**src/sv/mpp_pkg.sv**
```systemverilog
`default_nettype none
package mpp_pkg;
    localparam logic [7:0] SYNC_MARK = 8'hAA;
    localparam logic [7:0] STR_MAX = 8'd254;

    typedef enum logic [4:0] {
        PH_SYNC1, PH_SYNC2, PH_HUNT, PH_TYPE, PH_LEN, PH_COUNT, PH_STREAM,
        PH_SEQTAG, PH_SEQVAL, PH_TSTAG, PH_TSVAL, PH_VTAG, PH_VDATA,
        PH_SLEN, PH_BLEN, PH_PAY, PH_SKIP
    } phase_t;

    typedef enum logic [2:0] {
        KIND_START = 3'd0, KIND_SEQNO = 3'd1, KIND_TSTAMP = 3'd2,
        KIND_VALUE = 3'd3, KIND_PAYLOAD = 3'd4, KIND_ERROR = 3'd5
    } kind_t;

    typedef enum logic [2:0] {
        ERR_SYNC = 3'd0, ERR_TYPE = 3'd1, ERR_NOVAL = 3'd2, ERR_TOOMANY = 3'd3,
        ERR_SEQTAG = 3'd4, ERR_TSTAG = 3'd5, ERR_TAG = 3'd6, ERR_BLOB = 3'd7
    } err_t;

    localparam logic [3:0] TAG_INT32A = 4'd1;
    localparam logic [3:0] TAG_DBL = 4'd2;
    localparam logic [3:0] TAG_DBLX = 4'd3;
    localparam logic [3:0] TAG_STR = 4'd4;
    localparam logic [3:0] TAG_INT32B = 4'd5;
    localparam logic [3:0] TAG_UINT32 = 4'd6;
    localparam logic [3:0] TAG_INT64 = 4'd7;
    localparam logic [3:0] TAG_UINT64 = 4'd8;
    localparam logic [3:0] TAG_BLOB = 4'd9;

    localparam logic [2:0] VT_INT32 = 3'd0;
    localparam logic [2:0] VT_UINT32 = 3'd1;
    localparam logic [2:0] VT_INT64 = 3'd2;
    localparam logic [2:0] VT_UINT64 = 3'd3;
    localparam logic [2:0] VT_DBL = 3'd4;
    localparam logic [2:0] VT_DBLX = 3'd5;
    localparam logic [2:0] VT_STRING = 3'd6;
    localparam logic [2:0] VT_BLOB = 3'd7;

    localparam logic [1:0] REG_MAXV = 2'd0;
    localparam logic [1:0] REG_SHORT = 2'd1;
    localparam logic [1:0] REG_LONG = 2'd2;

    typedef struct packed {
        logic [2:0]  rec_kind;
        logic [2:0]  value_type;
        logic [63:0] data_value;
        logic signed [7:0] exponent;
        logic [7:0]  stream_index;
        logic [7:0]  pkt_count;
        logic [7:0]  value_index;
        logic [2:0]  error_code;
        logic        last;
    } rec_t;

    typedef struct packed {
        logic [7:0] max_values;
        logic [7:0] short_type_code;
        logic [7:0] long_type_code;
    } cfg_t;

    function automatic logic [2:0] tag_type(input logic [3:0] tag);
        logic [2:0] r;
        begin
            unique case (tag)
                TAG_UINT32: r = VT_UINT32;
                TAG_INT64:  r = VT_INT64;
                TAG_UINT64: r = VT_UINT64;
                TAG_DBL:    r = VT_DBL;
                TAG_DBLX:   r = VT_DBLX;
                TAG_STR:    r = VT_STRING;
                TAG_BLOB:   r = VT_BLOB;
                default:    r = VT_INT32;
            endcase
            return r;
        end
    endfunction
endpackage
`default_nettype wire

```
**src/sv/mpp_if.sv**
```systemverilog
`default_nettype none
interface byte_if;
    logic       valid;
    logic       ready;
    logic [7:0] in_byte;
    modport source (output valid, output in_byte, input ready);
    modport sink (input valid, input in_byte, output ready);
endinterface

interface rec_if;
    import mpp_pkg::*;
    logic valid;
    logic ready;
    rec_t rec;
    modport source (output valid, output rec, input ready);
    modport sink (input valid, input rec, output ready);
endinterface
`default_nettype wire

```
**src/sv/mpp_cfg.sv**
```systemverilog
`default_nettype none
module mpp_cfg (
    input  wire logic        clk,
    input  wire logic        rst_n,
    input  wire logic        psel,
    input  wire logic        penable,
    input  wire logic        pwrite,
    input  wire logic [3:0]  paddr,
    input  wire logic [31:0] pwdata,
    output logic [31:0]      prdata,
    output logic             pready,
    output mpp_pkg::cfg_t    cfg
);
    import mpp_pkg::*;
    cfg_t cfg_reg;
    logic [1:0] idx;
    assign idx = paddr[3:2];
    assign pready = 1'b1;
    assign cfg = cfg_reg;

    always_ff @(posedge clk or negedge rst_n)
    begin
        if (!rst_n)
        begin
            cfg_reg <= '{max_values: 8'd255, short_type_code: 8'd1, long_type_code: 8'd2};
        end
        else if (psel && penable && pwrite && paddr[1:0] == 2'b00)
        begin
            unique case (idx)
                REG_MAXV:  cfg_reg.max_values <= pwdata[7:0];
                REG_SHORT: cfg_reg.short_type_code <= pwdata[7:0];
                REG_LONG:  cfg_reg.long_type_code <= pwdata[7:0];
                default: ;
            endcase
        end
    end

    always_comb
    begin
        prdata = '0;
        unique case (idx)
            REG_MAXV:  prdata[7:0] = cfg_reg.max_values;
            REG_SHORT: prdata[7:0] = cfg_reg.short_type_code;
            REG_LONG:  prdata[7:0] = cfg_reg.long_type_code;
            default:   prdata = '0;
        endcase
    end
endmodule
`default_nettype wire

```
**src/sv/mpp_core.sv**
```systemverilog
`default_nettype none
module mpp_core (
    input  wire logic       clk,
    input  wire logic       rst_n,
    input  wire logic       step,
    input  wire logic [7:0] b,
    input  wire mpp_pkg::cfg_t cfg,
    output logic            rec_vld,
    output mpp_pkg::rec_t   rec
);
    import mpp_pkg::*;

    phase_t      phase_reg, phase_next;
    logic [3:0]  fbl_reg, fbl_next;
    logic [63:0] asm_reg, asm_next;
    logic [3:0]  tag_reg, tag_next;
    logic [31:0] pbl_reg, pbl_next;
    logic [31:0] pay_reg, pay_next;
    logic [7:0]  vl_reg, vl_next;
    logic [7:0]  vn_reg, vn_next;
    logic [7:0]  str_reg, str_next;
    logic [7:0]  cnt_reg, cnt_next;
    logic        lp_reg, lp_next;
    logic        pws_reg, pws_next;

    logic [3:0]  fbl_dec;
    logic [63:0] asm_sh;
    logic        fdone;
    logic [31:0] pbl_dec;
    logic [31:0] pay_dec;
    logic        is_sync;
    logic        emit;
    logic [2:0]  e_kind, e_vt, e_err;
    logic [63:0] e_data;
    logic [7:0]  e_exp;
    logic        e_last;

    assign is_sync = (b == SYNC_MARK);
    assign asm_sh = {asm_reg[55:0], b};
    assign fbl_dec = (fbl_reg != 4'd0) ? fbl_reg - 4'd1 : 4'd0;
    assign fdone = (fbl_dec == 4'd0);
    assign pbl_dec = (phase_reg >= PH_COUNT && pbl_reg != 32'd0) ? pbl_reg - 32'd1 : pbl_reg;
    assign pay_dec = (pay_reg != 32'd0) ? pay_reg - 32'd1 : 32'd0;

    always_comb
    begin
        phase_next = phase_reg; fbl_next = fbl_reg; asm_next = asm_reg;
        tag_next = tag_reg; pbl_next = pbl_dec; pay_next = pay_reg;
        vl_next = vl_reg; vn_next = vn_reg; str_next = str_reg;
        cnt_next = cnt_reg; lp_next = lp_reg; pws_next = pws_reg;
        emit = 1'b0; e_kind = KIND_START; e_vt = 3'd0; e_data = '0;
        e_exp = '0; e_err = ERR_SYNC; e_last = 1'b0;

        unique case (phase_reg)
            PH_SYNC1:
            begin
                if (!is_sync)
                begin
                    emit = 1'b1; e_kind = KIND_ERROR; e_err = ERR_SYNC; e_last = 1'b1;
                    phase_next = PH_HUNT; pws_next = 1'b0;
                end
                else phase_next = PH_SYNC2;
            end
            PH_SYNC2:
            begin
                if (!is_sync)
                begin
                    emit = 1'b1; e_kind = KIND_ERROR; e_err = ERR_SYNC; e_last = 1'b1;
                    phase_next = PH_HUNT; pws_next = 1'b0;
                end
                else
                begin
                    phase_next = PH_TYPE; str_next = '0; cnt_next = '0; vn_next = '0;
                end
            end
            PH_HUNT:
            begin
                if (is_sync && pws_reg)
                begin
                    pws_next = 1'b0; phase_next = PH_TYPE;
                    str_next = '0; cnt_next = '0; vn_next = '0;
                end
                else pws_next = is_sync;
            end
            PH_TYPE:
            begin
                if (b == cfg.short_type_code)
                begin
                    lp_next = 1'b0; fbl_next = 4'd2; asm_next = '0; phase_next = PH_LEN;
                end
                else if (b == cfg.long_type_code)
                begin
                    lp_next = 1'b1; fbl_next = 4'd4; asm_next = '0; phase_next = PH_LEN;
                end
                else
                begin
                    emit = 1'b1; e_kind = KIND_ERROR; e_err = ERR_TYPE; e_last = 1'b1;
                    phase_next = PH_HUNT; pws_next = is_sync;
                end
            end
            PH_LEN:
            begin
                asm_next = asm_sh; fbl_next = fbl_dec;
                if (fdone)
                begin
                    pbl_next = asm_sh[31:0]; phase_next = PH_COUNT;
                end
            end
            PH_COUNT:
            begin
                cnt_next = b; phase_next = PH_STREAM;
            end
            PH_STREAM:
            begin
                str_next = b; vl_next = cnt_reg; vn_next = '0;
                emit = 1'b1;
                if (cnt_reg == 8'd0 || cnt_reg > cfg.max_values)
                begin
                    phase_next = (pbl_dec == 32'd0) ? PH_SYNC1 : PH_SKIP;
                    e_kind = KIND_ERROR; e_last = 1'b1;
                    e_err = (cnt_reg == 8'd0) ? ERR_NOVAL : ERR_TOOMANY;
                end
                else
                begin
                    phase_next = PH_SEQTAG; e_kind = KIND_START;
                    e_data = {32'd0, asm_reg[31:0]};
                end
            end
            PH_SEQTAG:
            begin
                if (b != {4'd0, TAG_INT32A} && b != {4'd0, TAG_INT32B})
                begin
                    emit = 1'b1; e_kind = KIND_ERROR; e_err = ERR_SEQTAG; e_last = 1'b1;
                    phase_next = PH_HUNT; pws_next = is_sync;
                end
                else
                begin
                    tag_next = b[3:0]; fbl_next = 4'd4; asm_next = '0; phase_next = PH_SEQVAL;
                end
            end
            PH_SEQVAL:
            begin
                asm_next = asm_sh; fbl_next = fbl_dec;
                if (fdone)
                begin
                    phase_next = PH_TSTAG; emit = 1'b1; e_kind = KIND_SEQNO;
                    e_data = {32'd0, asm_sh[31:0]};
                end
            end
            PH_TSTAG:
            begin
                if (b != {4'd0, TAG_DBL} && b != {4'd0, TAG_DBLX})
                begin
                    emit = 1'b1; e_kind = KIND_ERROR; e_err = ERR_TSTAG; e_last = 1'b1;
                    phase_next = PH_HUNT; pws_next = is_sync;
                end
                else
                begin
                    tag_next = b[3:0]; fbl_next = 4'd5; asm_next = '0; phase_next = PH_TSVAL;
                end
            end
            PH_TSVAL:
            begin
                asm_next = asm_sh; fbl_next = fbl_dec;
                if (fdone)
                begin
                    phase_next = PH_VTAG; emit = 1'b1; e_kind = KIND_TSTAMP;
                    e_vt = tag_type(tag_reg); e_data = {32'd0, asm_sh[39:8]};
                    e_exp = asm_sh[7:0];
                end
            end
            PH_VTAG:
            begin
                tag_next = b[3:0];
                priority if (b == {4'd0, TAG_INT32A} || b == {4'd0, TAG_INT32B}
                             || b == {4'd0, TAG_UINT32})
                begin
                    fbl_next = 4'd4; asm_next = '0; phase_next = PH_VDATA;
                end
                else if (b == {4'd0, TAG_INT64} || b == {4'd0, TAG_UINT64})
                begin
                    fbl_next = 4'd8; asm_next = '0; phase_next = PH_VDATA;
                end
                else if (b == {4'd0, TAG_DBL} || b == {4'd0, TAG_DBLX})
                begin
                    fbl_next = 4'd5; asm_next = '0; phase_next = PH_VDATA;
                end
                else if (b == {4'd0, TAG_STR})
                    phase_next = PH_SLEN;
                else if (b == {4'd0, TAG_BLOB})
                begin
                    fbl_next = 4'd4; asm_next = '0; phase_next = PH_BLEN;
                end
                else
                begin
                    emit = 1'b1; e_kind = KIND_ERROR; e_err = ERR_TAG; e_last = 1'b1;
                    phase_next = PH_HUNT; pws_next = is_sync;
                end
            end
            PH_VDATA:
            begin
                asm_next = asm_sh; fbl_next = fbl_dec;
                if (fdone)
                begin
                    emit = 1'b1; e_kind = KIND_VALUE; e_vt = tag_type(tag_reg);
                    if (tag_reg == TAG_DBL || tag_reg == TAG_DBLX)
                    begin
                        e_data = {32'd0, asm_sh[39:8]}; e_exp = asm_sh[7:0];
                    end
                    else e_data = asm_sh;
                    e_last = (vl_reg <= 8'd1);
                    if (vl_reg != 8'd0) vl_next = vl_reg - 8'd1;
                    vn_next = vn_reg + 8'd1;
                    phase_next = e_last ? PH_SYNC1 : PH_VTAG;
                end
            end
            PH_SLEN:
            begin
                if (b > STR_MAX)
                begin
                    emit = 1'b1; e_kind = KIND_ERROR; e_err = ERR_TAG; e_last = 1'b1;
                    phase_next = PH_HUNT; pws_next = is_sync;
                end
                else
                begin
                    pay_next = {24'd0, b}; emit = 1'b1; e_kind = KIND_VALUE;
                    e_vt = VT_STRING; e_data = {56'd0, b};
                    if (b == 8'd0)
                    begin
                        e_last = (vl_reg <= 8'd1);
                        if (vl_reg != 8'd0) vl_next = vl_reg - 8'd1;
                        vn_next = vn_reg + 8'd1;
                        phase_next = e_last ? PH_SYNC1 : PH_VTAG;
                    end
                    else phase_next = PH_PAY;
                end
            end
            PH_BLEN:
            begin
                asm_next = asm_sh; fbl_next = fbl_dec;
                if (fdone)
                begin
                    emit = 1'b1;
                    if (asm_sh[31:0] > pbl_dec)
                    begin
                        e_kind = KIND_ERROR; e_err = ERR_BLOB; e_last = 1'b1;
                        phase_next = PH_HUNT; pws_next = is_sync;
                    end
                    else
                    begin
                        pay_next = asm_sh[31:0]; e_kind = KIND_VALUE; e_vt = VT_BLOB;
                        e_data = {32'd0, asm_sh[31:0]};
                        if (asm_sh[31:0] == 32'd0)
                        begin
                            e_last = (vl_reg <= 8'd1);
                            if (vl_reg != 8'd0) vl_next = vl_reg - 8'd1;
                            vn_next = vn_reg + 8'd1;
                            phase_next = e_last ? PH_SYNC1 : PH_VTAG;
                        end
                        else phase_next = PH_PAY;
                    end
                end
            end
            PH_PAY:
            begin
                pay_next = pay_dec; emit = 1'b1; e_kind = KIND_PAYLOAD;
                e_vt = tag_type(tag_reg); e_data = {56'd0, b};
                if (pay_dec == 32'd0)
                begin
                    e_last = (vl_reg <= 8'd1);
                    if (vl_reg != 8'd0) vl_next = vl_reg - 8'd1;
                    vn_next = vn_reg + 8'd1;
                    phase_next = e_last ? PH_SYNC1 : PH_VTAG;
                end
            end
            PH_SKIP:
            begin
                if (pbl_dec == 32'd0) phase_next = PH_SYNC1;
            end
            default: phase_next = PH_SYNC1;
        endcase
    end

    // Stream index and packet count fields use register values as updated by this byte
    always_comb
    begin
        rec.rec_kind = e_kind; rec.value_type = e_vt; rec.data_value = e_data;
        rec.exponent = e_exp; rec.stream_index = str_next; rec.pkt_count = cnt_next;
        rec.value_index = vn_reg; rec.error_code = (e_kind == KIND_ERROR) ? e_err : 3'd0;
        rec.last = e_last;
        rec_vld = step && emit;
    end

    always_ff @(posedge clk or negedge rst_n)
    begin
        if (!rst_n)
        begin
            phase_reg <= PH_SYNC1; fbl_reg <= '0; asm_reg <= '0; tag_reg <= '0;
            pbl_reg <= '0; pay_reg <= '0; vl_reg <= '0; vn_reg <= '0;
            str_reg <= '0; cnt_reg <= '0; lp_reg <= 1'b0; pws_reg <= 1'b0;
        end
        else if (step)
        begin
            phase_reg <= phase_next; fbl_reg <= fbl_next; asm_reg <= asm_next;
            tag_reg <= tag_next; pbl_reg <= pbl_next; pay_reg <= pay_next;
            vl_reg <= vl_next; vn_reg <= vn_next; str_reg <= str_next;
            cnt_reg <= cnt_next; lp_reg <= lp_next; pws_reg <= pws_next;
        end
    end

    assert property (@(posedge clk) disable iff (!rst_n)
        rec_vld && rec.rec_kind == KIND_ERROR |-> rec.last)
        else $error("error result without last");
    assert property (@(posedge clk) disable iff (!rst_n)
        step && phase_reg == PH_HUNT |-> !emit)
        else $error("result while hunting for sync");
    assert property (@(posedge clk) disable iff (!rst_n)
        step && rec_vld && rec.last |=> phase_reg == PH_SYNC1 || phase_reg == PH_HUNT
        || phase_reg == PH_SKIP)
        else $error("packet end did not return to sync search");
endmodule
`default_nettype wire

```
**src/sv/measurement_packet_parser.sv**
```systemverilog
`default_nettype none
// Measurement packet parser: one stream byte per word in, at most one record out.
// Throughput: one byte per cycle unless out_ch stalls; mpp_core updates in one pass.
// Latency: a record appears on the output register the cycle after its byte is taken.
// The input is ready whenever the output register is empty or being drained.
// Reset (rst_n low, asynchronous) returns to sync search and loads the default registers.
module measurement_packet_parser (
    input  wire logic        clk,
    input  wire logic        rst_n,
    byte_if.sink             in_ch,
    rec_if.source            out_ch,
    input  wire logic        psel,
    input  wire logic        penable,
    input  wire logic        pwrite,
    input  wire logic [3:0]  paddr,
    input  wire logic [31:0] pwdata,
    output logic [31:0]      prdata,
    output logic             pready
);
    import mpp_pkg::*;

    cfg_t cfg;
    logic step;
    logic rec_vld;
    rec_t rec;
    logic out_vld_reg;
    rec_t out_rec_reg;

    mpp_cfg u_cfg (
        .clk(clk), .rst_n(rst_n), .psel(psel), .penable(penable), .pwrite(pwrite),
        .paddr(paddr), .pwdata(pwdata), .prdata(prdata), .pready(pready), .cfg(cfg)
    );

    // Accept a new word when the result register is free or draining this cycle
    assign in_ch.ready = !out_vld_reg || out_ch.ready;
    assign step = in_ch.valid && in_ch.ready;

    mpp_core u_core (
        .clk(clk), .rst_n(rst_n), .step(step), .b(in_ch.in_byte), .cfg(cfg),
        .rec_vld(rec_vld), .rec(rec)
    );

    // Hold the record until taken, then load the next one or drop valid
    always_ff @(posedge clk or negedge rst_n)
    begin
        if (!rst_n)
            out_vld_reg <= 1'b0;
        else if (in_ch.ready)
            out_vld_reg <= rec_vld;
    end

    always_ff @(posedge clk)
    begin
        if (in_ch.ready && rec_vld)
            out_rec_reg <= rec;
    end

    assign out_ch.valid = out_vld_reg;
    assign out_ch.rec = out_rec_reg;
endmodule
`default_nettype wire
```
**src/flat_wrapper.sv**
```systemverilog
// flat-port wrapper written by rule: the top's interface ports become plain ports
module measurement_packet_parser_flat import mpp_pkg::*;
  (clk, rst_n, psel, penable, pwrite, paddr, pwdata, prdata, pready, in_ch_valid, in_ch_in_byte, in_ch_ready, out_ch_valid, out_ch_rec, out_ch_ready);
  byte_if in_ch_i ();
  rec_if out_ch_i ();
  input  wire logic clk;
  input  wire logic rst_n;
  input  wire logic psel;
  input  wire logic penable;
  input  wire logic pwrite;
  input  wire logic [3:0] paddr;
  input  wire logic [31:0] pwdata;
  output logic [31:0] prdata;
  output logic pready;
  input wire logic [$bits(in_ch_i.valid)-1:0] in_ch_valid;
  input wire logic [$bits(in_ch_i.in_byte)-1:0] in_ch_in_byte;
  output wire logic [$bits(in_ch_i.ready)-1:0] in_ch_ready;
  output wire logic [$bits(out_ch_i.valid)-1:0] out_ch_valid;
  output wire logic [$bits(out_ch_i.rec)-1:0] out_ch_rec;
  input wire logic [$bits(out_ch_i.ready)-1:0] out_ch_ready;
  assign in_ch_i.valid = in_ch_valid;
  assign in_ch_i.in_byte = in_ch_in_byte;
  assign in_ch_ready = in_ch_i.ready;
  assign out_ch_valid = out_ch_i.valid;
  assign out_ch_rec = out_ch_i.rec;
  assign out_ch_i.ready = out_ch_ready;
  measurement_packet_parser u_core (.clk(clk), .rst_n(rst_n), .in_ch(in_ch_i), .out_ch(out_ch_i), .psel(psel), .penable(penable), .pwrite(pwrite), .paddr(paddr), .pwdata(pwdata), .prdata(prdata), .pready(pready));
endmodule
```
**config.mk**
```make
export PLATFORM = sky130hd
export DESIGN_NAME = measurement_packet_parser_flat
export DESIGN_NICKNAME = d
export VERILOG_FILES = /design/src/sv/mpp_pkg.sv /design/src/sv/mpp_if.sv /design/src/sv/mpp_cfg.sv /design/src/sv/mpp_core.sv /design/src/sv/measurement_packet_parser.sv /design/src/flat_wrapper.sv
export SDC_FILE = /design/constraint.sdc
export NUM_CORES = 1
export LEC_CHECK = 0
export BUFFER_PORTS_ARGS = -buffer_cell sky130_fd_sc_hd__buf_2
export CAP_MARGIN = 10
export CORE_MARGIN = 2
export CORE_UTILIZATION = 45
export CTS_CLUSTER_SIZE = 8
export DETAILED_ROUTE_END_ITERATION = 16
export PLACE_DENSITY = 0.64
export SYNTH_ARGS = -nofsm -noshare
export SYNTH_HDL_FRONTEND = slang
export SYNTH_SLANG_ARGS = --single-unit
```
**constraint.sdc**
```tcl
create_clock -name clk -period 12.05 [get_ports clk]
set_clock_uncertainty 0.1 [all_clocks]
set_input_delay 1.8075 -clock clk [delete_from_list [all_inputs] [get_ports clk]]
set_output_delay 1.8075 -clock clk [all_outputs]
set_load 0.02 [all_outputs]
```
; ---- Word-level counts from Yosys, hierarchy flattened
; Cells that the tools add are included.
[word_totals]
ff_bits = 297
[classes]
reduce_logical = 52
add_sub_neg = 5
n_eq_ne = 72
mux = 172
magnitude_cmp = 5
[ops]
columns = operator, n
row1 = 56-bit two-way mux, 9
row2 = 64-bit one-hot mux with 7 select lines, 1
row3 = 32-bit two-way mux, 12
row4 = 56-bit one-hot mux with 5 select lines, 1
row5 = 8-bit two-way mux, 25
row6 = 64-bit two-way mux, 2
row7 = 32-bit zero test, 3
row8 = 4-bit two-way mux, 24
row9 = 32-bit one-hot mux with 3 select lines, 1
row10 = 3-bit two-way mux, 29
row11 = 5-bit one-hot mux with 17 select lines, 1
row12 = 8-bit one-hot mux with 3 select lines, 3
row13 = 32-bit nonzero test, 2
row14 = "32-bit by 1-bit subtractor with 32-bit output, second input constant", 2
row15 = 8-bit one-hot mux with 7 select lines, 1
row16 = "2-bit inequality test, second input constant", 27
row17 = 5-bit two-way mux, 10
row18 = 3-bit one-hot mux with 7 select lines, 2
row19 = "5-bit by 4-bit equality test with 1-bit output, second input constant", 8
row20 = 8-bit one-hot mux with 5 select lines, 1
row21 = 1-bit two-way mux, 38
row22 = 3-bit one-hot mux with 12 select lines, 1
row23 = "8-bit by 3-bit equality test with 1-bit output, second input constant", 4
row24 = 32-bit greater-than comparator, 1
row25 = other kinds (58), 98

; ---- Depth between registers and ports, before layout
; Gate-level depths: netlist (run 1).
[depth]
ltp_word = 9
depth_mapped = 19

; ---- By module
; A second synthesis (run 1) with hierarchy kept.
[hier_totals]
cells_unflattened = 1799
hier_area_um2 = 17040.1
[modules_own_cells]
columns = module, cells_each, area_per_inst_um2, n_inst
row1 = mpp_core, 1578, 12408.2, 1
row2 = measurement_packet_parser, 111, 3240.6, 1
row3 = mpp_cfg, 110, 1391.3, 1

; ---- Worst setup path after synthesis (run 1)
; Ideal clock, no wire load.
[synth_timing]
path_kind = input to register
startpoint = input in_ch_in_byte[7]
endpoint = register u_core.out_rec_reg (netlist bit u_core.out_ch.rec[0]), enable pin
path_slack_ns = -1.959
setup_time_ns = 0.830
path_buffers = 1
required_ns = 11.120
arrival_time_ns = 13.079
stages = 8
path_cell_list = clkbuf_1 > xor2_1 > nor4_1 > a221oi_1 > a21oi_1 > and3_1 > and3_1 > nor4_1
[synth_via]
elab_chain_len = 9
[synth_rtl]
columns = element, line_no
row1 = start: declaration, flat_wrapper.sv:16  ; input wire logic [$bits(in_ch_i.in_byte)-1:0] in_ch_in_byte;
row2 = 8-bit by 4-bit equality test with 1-bit output, mpp_core.sv:190  ; else if (b == {4'd0, TAG_BLOB})
row3 = 1-bit two-way mux, mpp_core.sv:190
row4 = 1-bit two-way mux, mpp_core.sv:188  ; else if (b == {4'd0, TAG_STR})
row5 = 1-bit two-way mux, mpp_core.sv:184  ; else if (b == {4'd0, TAG_DBL} || b == {4'd0, TAG_DBLX})
row6 = 1-bit two-way mux, mpp_core.sv:180  ; else if (b == {4'd0, TAG_INT64} || b == {4'd0, TAG_UINT64})
row7 = 1-bit two-way mux, mpp_core.sv:175  ; priority if (b == {4'd0, TAG_INT32A} || b == {4'd0, TAG_INT32B}
row8 = 1-bit one-hot mux with 7 select lines *, mpp_core.sv:54  ; unique case (phase_reg)
row9 = 1-bit logical AND *, mpp_core.sv:291  ; rec_vld = step && emit;
row10 = 1-bit logical AND *, measurement_packet_parser.sv:54  ; if (in_ch.ready && rec_vld)
row11 = end signal: assignment, measurement_packet_parser.sv:55  ; out_rec_reg <= rec;
row12 = end: declaration, measurement_packet_parser.sv:27  ; rec_t out_rec_reg;
; Every way passes the cells marked *; elsewhere a longest branch is shown, timed or not.
; A chain may end at the register's enable or synchronous reset.

; ---- Worst setup path after layout (run 1)
[layout_timing]
startpoint = register u_core.u_core.phase_reg[4]
endpoint = register u_core.u_core.vl_reg[1]
[layout_via]
elab_chain_len = 6
[layout_rtl]
columns = element, line_no
row1 = start: declaration, mpp_core.sv:13  ; phase_t phase_reg, phase_next;
row2 = start signal: assignment, mpp_core.sv:304  ; phase_reg <= phase_next; fbl_reg <= fbl_next; asm_reg <= asm_next;
row3 = 5-bit by 3-bit greater-or-equal comparator with 1-bit output, mpp_core.sv:42  ; assign pbl_dec = (phase_reg >= PH_COUNT && pbl_reg != 32'd0) ? pbl_reg - 32'd1 : pbl_reg;
row4 = 1-bit logical AND, mpp_core.sv:42
row5 = 32-bit two-way mux, mpp_core.sv:42
row6 = 32-bit greater-than comparator, mpp_core.sv:244  ; if (asm_sh[31:0] > pbl_dec)
row7 = 2-bit inequality test (no line), --
row8 = 9-bit AND reduction (no line), --
row9 = end signal: assignment, mpp_core.sv:306  ; vl_reg <= vl_next; vn_reg <= vn_next; str_reg <= str_next;
row10 = end: declaration, mpp_core.sv:19  ; logic [7:0] vl_reg, vl_next;
; Parallel ways exist; a longest one is shown, timed or not.

==> results.yml, run 1 <==
routing:
  vias: 14700
  drc: 0
  ant_nets: 0
  drt-total-wl_mm: 50.4
  drt_first_pass_iters: 5
  first_iter_violations: 1153
  viasPerCell: 6.00
  wl_per_cell_um: 20.6
pwr:
  power.share.clock: 0.267
  intPower_mw: 2.57
  seqPwrFrac: 0.372
  leakage_nw: 8.37
  power_switching_mw: 1.72
  p_comb_frac: 0.361
  netSwitchingFraction: 0.401
  powerDensity_nw_per_um2: 224
  vdd_drop_max_mv: 0.0955
logic_synthesis:
  postSynthCellCount: 1852
  synth_cell_types: 87
  synth_fa_ha_area_frac: 0.0341
  synth_simple_gate_area_frac: 0.238
  synth_edf_count: 106
  synth-compound-area-share: 0.161
  synth-main-ff-cell: "dfrtp_1"
  synth_top_family_by_area: "simple AND/OR/NAND/NOR gates"
  synth-seq-cells: 297
  yosys_warnings: 0
  syn_avg_cell_area_um2: 9.10
  synth_xor_area_frac: 0.0254
  syn-cell-area_um2: 16900
  async_flop_share: 0.643
  yosys-mux-area-fraction: 0.0213
  yosysSeqAreaShare: 0.473
finish:
  largest_register_ffs: 106
  drive_gt1_frac: 0.146
  antenna_cells: 0
  fillers: 3426
  final_util: 0.521
  nets: 2049
  area_growth_pct: 13.6
flow_run:
  drv_cap: 0
worst_setup_path:
  cp_max_fo: 18
  critical_path.startpoint_type: "flip-flop"
  critical_path_required_ns: 12.36
  worstPathArrival_ns: 6.71
  crit_type: "reg -> reg"
  endpoint_kind: "flip-flop"
clock_tree:
  tritoncts: "done"
  cts_resized: 0
  cts.path.max_buffers: 3
  post_cts_buffers: 0
  cts-root-buf: "clkbuf_16"
  clk_latency_ns: 0.56
  cts.sinks: 297
  h-tree-depth: 2
  clkTransAtPathRegs_ns: 0.05
  cts.hold.buffers_added: 0
  cts_buffers: 43
global_route:
  grt_usage: 0.260
  grt_pass1_vias: 14100
  grt_overflow: 0
  grt_pass1_wl_mm: 79.4
  grt_antenna_before_repair: 0
  grt_max_degree: 72
floorplanning:
  fp.coreArea_um2: 36800
  rows: 70
  fp.dieH_um: 198
  die_area_um2: 39000
  start_util: 0.458
  ios: 192
  die_x_um: 198
timing:
  fin_crit_sh: 0.531
  finalCriticalPeriod_ns: 6.40
  final.setup.worst_slack_ns: 5.65
  rsz0062_at_grt: "false"
  fmax_mhz: 156
  relSlewSlack: 0.382
  drv_slew: 0
  worst_pin_slew_ns: 0.927
  setup_tns_ns: 0
  hold_viol: 0
  finalSetupViolCount: 0
place:
  io_buffers: 142
  dp_hpwl_mm: 33.7
  dp_slack_ns: 5.75
  gp_congestion: 0.907
min_path:
  min_path_type: "reg -> reg"
outcome:
  status: "complete, no violations"
==> cell usage after synthesis, drive strengths merged, types with 23 or more instances <==
cell type | n | area [um^2]
nand2 | 298 | 1120
dfrtp | 181 | 4530
o21ai | 164 | 821
nor2 | 132 | 495
edfxtp | 106 | 3180
clkbuf | 98 | 368
a21oi | 94 | 470
nand3 | 90 | 460
nor3 | 59 | 300
a22o | 53 | 464
and2 | 46 | 288
ha | 46 | 576
buf | 42 | 272
nor4 | 42 | 299
inv | 39 | 146
xor2 | 31 | 272
nand4 | 25 | 171
mux2 | 23 | 259
==> worst max-delay path, stage by stage, from the launching register on <==
cell and delay [ns]:
dfrtp_1 0.79, nor2_1 0.39, a211o_1 0.39, nor2_1 0.36
nand4_1 0.40, or4_1 0.54, xor2_1 0.18, ha_1 0.30
nand4_1 0.17, nor4_1 0.48, nand3_1 0.13, a21oi_1 0.76
o2bb2ai_1 0.37, o2111ai_2 0.49, a211oi_1 0.34, a21oi_1 0.06
==> metal layers <==
| layer | vias up | share of wire | track usage |
|---|---|---|---|
| met4 | 0 | 0.028 | 0.102 |
| met1 | 7146 | 0.45 | 0.369 |
| li1 | 6881 | - | - |
| met2 | 597 | 0.45 | 0.404 |
| met3 | 93 | 0.071 | 0.0365 |
| met5 | - | 0 | 0 |
==> power groups by stage <==
stage / sequential (mW) / clock (mW) / combinational [mW]
floorplan: 1.67 / 0 / 0.990
global placement: 1.59 / 0 / 1.50
detailed placement: 1.60 / 0 / 1.53
CTS: 1.59 / 1.17 / 1.54
global route: 1.63 / 1.21 / 1.72
finish: 1.59 / 1.15 / 1.55
==> layout make-up <==
cell class	count	area (um^2)	area share
well taps	468	586	0.0306
repair buffers	172	952	0.0497
multi-input cells	1399	8220	0.429
clock buffers	76	1270	0.0664
flip-flops and latches	297	7980	0.416
inverters	39	146	0.00764
==> final timing paths <==
check,startpoint,to,slack [ns],depth (start not counted)
max,u_core.u_core.phase_reg[4]$_DFFE_PN0P_,u_core.u_core.vl_reg[1]$_DFFE_PN0P_,5.65,15
min,u_core.u_core.asm_reg[50]$_DFFE_PN0P_,u_core.u_core.asm_reg[50]$_DFFE_PN0P_,0.36,2
max reg2reg,u_core.u_core.phase_reg[4]$_DFFE_PN0P_,u_core.u_core.vl_reg[1]$_DFFE_PN0P_,5.65,15
min reg2reg,u_core.u_core.asm_reg[50]$_DFFE_PN0P_,u_core.u_core.asm_reg[50]$_DFFE_PN0P_,0.36,2
max in group asynchronous,rst_n,u_core.u_core.asm_reg[26]$_DFFE_PN0P_,8.60,3
min in group asynchronous,rst_n,u_core.u_cfg.cfg[7]$_DFFE_PN0P_,1.16,1
==> cells in the final DEF, fill, tap and decap left out, types with 53 or more instances in the layout <==
cell and n:
dfrtp_1 181, a22o_1 53, o21ai_0 159, edfxtp_1 106, nor2_1 132, nand3_1 87
a21oi_1 94, buf_2 141, nand2_1 297, nor3_1 56
==> metrics by stage <==
stage	hold slack, ns	power, mW	area [um^2]	cells
floorplan	0.330	2.66	17000	1875
global placement	0.341	3.09	17900	2374
detailed placement	0.347	3.14	17900	2374
CTS	0.358	4.30	19100	2450
global route	0.374	4.55	19200	2451
finish	0.357	4.29	19200	2451
==> cell families (layout without fill, tap and decap cells) <==
group,Yosys count,in the layout
AND/OR/NAND/NOR,812,812
AO/OA/AOI/OAI,435,435
XOR/XNOR,48,48
buffers and inverters,179,287
multiplexers,33,33
adder cells (fa/ha/maj),46,46
other,2,25
flip-flops,297,297
Power figures use the tool's default switching activity.
==> run 2, diff against run 1 <==
- PLACE_DENSITY: 0.64 -> 0.62
- clock period: 12.05 -> 6.4 ns (I/O delays scaled with it)
==> run 2 against run 1 <==
- utilization increased by 0.068 points
- cell area increased by 0.13%
- non-clock buffer count increased by 5
- worst setup slack got worse by 4.9 ns
- die area unchanged
- total power increased by 88%
- routed wire length increased by 0.46%
- cell count increased by 0.12%
- largest cell class unchanged
- highest routed layer unchanged
==> results.yml, run 2 (synthesized netlist as in run 1, its figures left out) <==
flow_run:
  drv_cap: 0
worst_setup_path:
  endpoint_kind: "flip-flop"
  max_stage_delay_ns: 0.72
  worstPathArrival_ns: 5.99
  crit_type: "reg -> reg"
  cp_max_fo: 16
  critical_path.startpoint_type: "flip-flop"
  crit_chain: "nor4_1 -> nand3_1 -> nor4_4 -> nand4b_2 -> xnor2_2 -> ha_1 -> nand4_1 -> nor4_1 -> nand3_1 -> a21oi_1 -> o2bb2ai_1 -> o2111ai_2 -> a211oi_1 -> a21oi_1"
  cp_top_family: "simple AND/OR/NAND/NOR gates"
  cp.buffers_inverters: 0
  slowest_stage: "nor4_1"
  critical_path_required_ns: 6.70
floorplanning:
  fp.coreArea_um2: 36800
  fp.dieH_um: 198
  ios: 192
  rows: 70
  start_util: 0.458
  die_area_um2: 39000
  die_x_um: 198
finish:
  nets: 2054
  antenna_cells: 0
  drive_gt1_frac: 0.149
  finalInstanceArea_um2: 19200
  mostFrequentLayoutCells: "nand2_1 (297), dfrtp_1 (181), o21ai_0 (159)"
  fillers: 3388
  area_growth_pct: 13.8
  largest_register_ffs: 106
  final_common_cell: "nand2_1"
  final_cells: 2454
timing:
  finalCriticalPeriod_ns: 5.69
  finalSetupViolCount: 0
  fin_hold_ws_ns: 0.355
  relSlewSlack: 0.190
  setup_tns_ns: 0
  fmax_mhz: 176
  worst_pin_slew_ns: 1.22
  rsz0062_at_grt: "false"
  drv_slew: 0
  hold_viol: 0
  final.setup.worst_slack_ns: 0.711
  fin_crit_sh: 0.889
place:
  dp_hpwl_mm: 34.3
  gp_congestion: 0.937
  place_area_um2: 17900
  io_buffers: 142
  dp_cells: 2380
  dp_slack_ns: 0.815
routing:
  wl_per_cell_um: 20.6
  drt_first_pass_iters: 7
  viasPerCell: 5.96
  ant_nets: 0
  first_iter_violations: 1371
  vias: 14600
  drc: 0
  drt-total-wl_mm: 50.6
pwr:
  seqPwrFrac: 0.370
  netSwitchingFraction: 0.402
  power_switching_mw: 3.24
  powerDensity_nw_per_um2: 419
  power.share.clock: 0.262
  leakage_nw: 8.38
  p_comb_frac: 0.368
  intPower_mw: 4.81
  vdd_drop_max_mv: 0.255
clock_tree:
  cts_resized: 0
  clk_latency_ns: 0.55
  cts.path.max_buffers: 3
  clkTransAtPathRegs_ns: 0.05
  cts.hold.buffers_added: 0
  cts.sinks: 297
  tritoncts: "done"
  cts-root-buf: "clkbuf_16"
  h-tree-depth: 2
  post_cts_buffers: 0
  cts_buffers: 43
min_path:
  min_path_type: "reg -> reg"
global_route:
  grt_antenna_before_repair: 2
  grt_pass1_wl_mm: 79.2
  grt_pass1_vias: 13600
  grt_usage: 0.260
  grt_overflow: 0
  grt_max_degree: 109
outcome:
  status: "complete, no violations"
run 2: changes by cell type in the layout (fill, tap and decap cells not counted):
cell       delta
buf_4         +4
buf_12        +2
clkbuf_1      -2
clkbuf_8      -2
buf_8         -1
clkbuf_16     -1
clkinv_2      +1
clkinv_8      +1
inv_6         +1
run 2: stage by stage:
stage	util	total power, mW
finish	0.521	8.05
floorplan	-	4.99
detailed placement	0.488	5.94
global placement	0.488	5.87
global route	0.521	8.54
CTS	0.521	8.08
run 2: worst paths after layout:
path,from,end,slack [ns],cells past startpoint
max,u_core.u_core.pbl_reg[2]$_DFFE_PN0P_,u_core.u_core.vl_reg[1]$_DFFE_PN0P_,0.71,14
min,u_core.u_core.asm_reg[50]$_DFFE_PN0P_,u_core.u_core.asm_reg[50]$_DFFE_PN0P_,0.35,2
min in group asynchronous,rst_n,u_core.u_core.str_reg[4]$_DFFE_PN0P_,0.38,1
max in group asynchronous,rst_n,u_core.u_core.asm_reg[35]$_DFFE_PN0P_,4.45,2
max reg2reg,u_core.u_core.pbl_reg[2]$_DFFE_PN0P_,u_core.u_core.vl_reg[1]$_DFFE_PN0P_,0.71,14
min reg2reg,u_core.u_core.asm_reg[50]$_DFFE_PN0P_,u_core.u_core.asm_reg[50]$_DFFE_PN0P_,0.35,2
run 2: cell type report:
cell class                      instances  area [um^2]  share of cell area
Timing Repair Buffer                  177         1010              0.0525
Clock inverter                          3         30.0             0.00157
Multi-Input combinational cell       1399         8220               0.429
Clock buffer                           71         1210              0.0632
Sequential cell                       297         7980               0.416
Tap cell                              468          586              0.0305
Inverter                               39          146             0.00763
run 2: worst min-delay path: cells and delay by family (launching register included):
| family | cells | cell delay [ns] |
|---|---|---|
| DFF | 1 | 0.33 |
| and+or+nand+nor | 2 | 0.09 |
run 2: layer usage:
| layer | GRT usage | part of all wire | up-vias |
|---|---|---|---|
| li1 | - | - | 6878 |
| met5 | 0 | 0 | - |
| met2 | 0.399 | 0.45 | 550 |
| met4 | 0.0816 | 0.026 | 0 |
| met1 | 0.376 | 0.45 | 7109 |
| met3 | 0.0410 | 0.073 | 81 |
run 2: power groups by stage:
| stage | Sequential, mW | Clock [mW] | Combinational, mW |
|---|---|---|---|
| 6_report | 2.98 | 2.11 | 2.96 |
| 5_1_grt | 3.04 | 2.23 | 3.28 |
| 4_1_cts | 2.97 | 2.16 | 2.95 |
| 3_5_place_dp | 2.99 | 0 | 2.94 |
| 3_3_place_gp | 2.98 | 0 | 2.88 |
| 2_1_floorplan | 3.12 | 0 | 1.87 |
==> run 3, diff against run 2 <==
- CORE_UTILIZATION: 45 -> 35
- PLACE_DENSITY: 0.62 -> unset
==> run 3 against run 2 <==
- utilization down 12 points
- fmax down 3.2%
- flip-flop and latch count stayed put
- die area increased by 28%
- sequential power hardly changed
- largest cell class unchanged
==> results.yml, run 3 (synthesized netlist as in run 1, its figures left out) <==
routing:
  first_iter_violations: 1456
  drt_first_pass_iters: 6
  drc: 0
  drt-total-wl_mm: 51.0
  viasPerCell: 5.64
  vias: 14700
  ant_nets: 0
  wl_per_cell_um: 19.6
clock_tree:
  clkTransAtPathRegs_ns: 0.06
  cts.sinks: 297
  cts_resized: 0
  post_cts_buffers: 0
  clk_latency_ns: 0.56
  tritoncts: "done"
  cts.hold.buffers_added: 0
  cts.path.max_buffers: 3
  cts-root-buf: "clkbuf_16"
  h-tree-depth: 2
  cts_buffers: 43
worst_setup_path:
  worst_r2r_endpoint: "u_core.u_core.vl_reg[4]$_DFFE_PN0P_"
  worstPathArrival_ns: 6.16
  rr_worst_depth: 14
  critical_path_required_ns: 6.69
  crit_start: "u_core.u_core.pbl_reg[2]$_DFFE_PN0P_"
  crit_type: "reg -> reg"
  timing.rr.start: "u_core.u_core.pbl_reg[2]$_DFFE_PN0P_"
  ff2ff_setup_slack_ns: 0.53
  cp_max_fo: 16
  endpoint_kind: "flip-flop"
  cp-endpoint: "u_core.u_core.vl_reg[4]$_DFFE_PN0P_"
  critical_path.startpoint_type: "flip-flop"
finish:
  largest_register_ffs: 106
  area_growth_pct: 14.7
  antenna_cells: 0
  drive_gt1_frac: 0.148
  final_cells: 2601
  final_common_cell: "nand2_1"
  nets: 2052
  finalInstanceArea_um2: 19300
  final_util: 0.406
  mostFrequentLayoutCells: "nand2_1 (297), dfrtp_1 (181), o21ai_0 (159)"
pwr:
  leakage_nw: 8.36
  powerDensity_nw_per_um2: 419
  vdd_drop_max_mv: 0.229
  total_power_mw: 8.10
outcome:
  status: "complete, no violations"
global_route:
  grt_max_degree: 151
  grt_overflow: 0
  grt_pass1_wl_mm: 80.1
  grt_antenna_before_repair: 0
  grt_usage: 0.202
  grt_pass1_vias: 13800
floorplanning:
  rows: 80
  fp.dieH_um: 223
  start_util: 0.354
  die_area_um2: 49900
  fp.coreArea_um2: 47600
  ios: 192
  die_x_um: 223
timing:
  drv_slew: 0
  finalCriticalPeriod_ns: 5.87
  rsz0062_at_grt: "false"
  hold_viol: 0
  fmax_mhz: 170
  finalSetupViolCount: 0
  worst_pin_slew_ns: 1.00
  fin_crit_sh: 0.918
  relSlewSlack: 0.330
  fin_hold_ws_ns: 0.228
  setup_tns_ns: 0
  final.setup.worst_slack_ns: 0.526
min_path:
  min_path_type: "in -> async"
place:
  dp_slack_ns: 0.666
  io_buffers: 142
  place_area_um2: 18100
  gp_congestion: 0.913
  dp_hpwl_mm: 34.2
  dp_cells: 2524
flow_run:
  drv_cap: 0
run 3: cell types whose count changed in the layout (fill, tap and decap cells not counted), sizes merged:
cell    change
buf         -2
clkbuf      +1
clkinv      +1
run 3: report_power, final:
group / switching (mW) / leakage (nW) / internal [mW] / total [mW]
Clock: 0.869 / 0.592 / 1.26 / 2.13
Combinational: 2.00 / 4.27 / 0.975 / 2.98
Sequential: 0.443 / 3.51 / 2.55 / 2.99
run 3: layer usage:
layer | global-route usage | vias up | share of wire
met5 | 0 | - | 0
met4 | 0.0643 | 0 | 0.029
met3 | 0.0273 | 94 | 0.060
met2 | 0.329 | 530 | 0.46
met1 | 0.279 | 7181 | 0.45
li1 | - | 6873 | -
run 3: worst min-delay path by stage:
stage          depth (start not counted)                                     to
6_report                               1        u_core.u_cfg.cfg[0]$_DFFE_PN0P_
5_1_grt                                1        u_core.u_cfg.cfg[0]$_DFFE_PN0P_
4_1_cts                                1        u_core.u_cfg.cfg[0]$_DFFE_PN0P_
3_5_place_dp                           2  u_core.u_core.asm_reg[48]$_DFFE_PN0P_
3_3_place_gp                           2  u_core.u_core.asm_reg[54]$_DFFE_PN0P_
2_1_floorplan                          2  u_core.u_core.asm_reg[48]$_DFFE_PN0P_
run 3: cell type report:
type / count / area [um^2]
fillers: 4686 / 28300
multi-input cells: 1399 / 8230
flip-flops and latches: 297 / 7980
clock buffers: 72 / 1180
repair buffers: 175 / 977
well taps: 615 / 769
inverters: 39 / 146
clock inverters: 4 / 57.6
run 3: worst max-delay path: stages, from the launching register on:
cell and delay, ns:
dfrtp_1 0.45, nor4_1 0.70, nand3_1 0.37, nor4_4 0.58, nand4b_2 0.23, xnor2_2 0.19, ha_1 0.30, nand4_1 0.18
nor4_1 0.51, nand3_1 0.14, a21oi_1 0.73, o2bb2ai_1 0.34, o2111ai_2 0.47, o21ai_0 0.28, o21ai_0 0.12
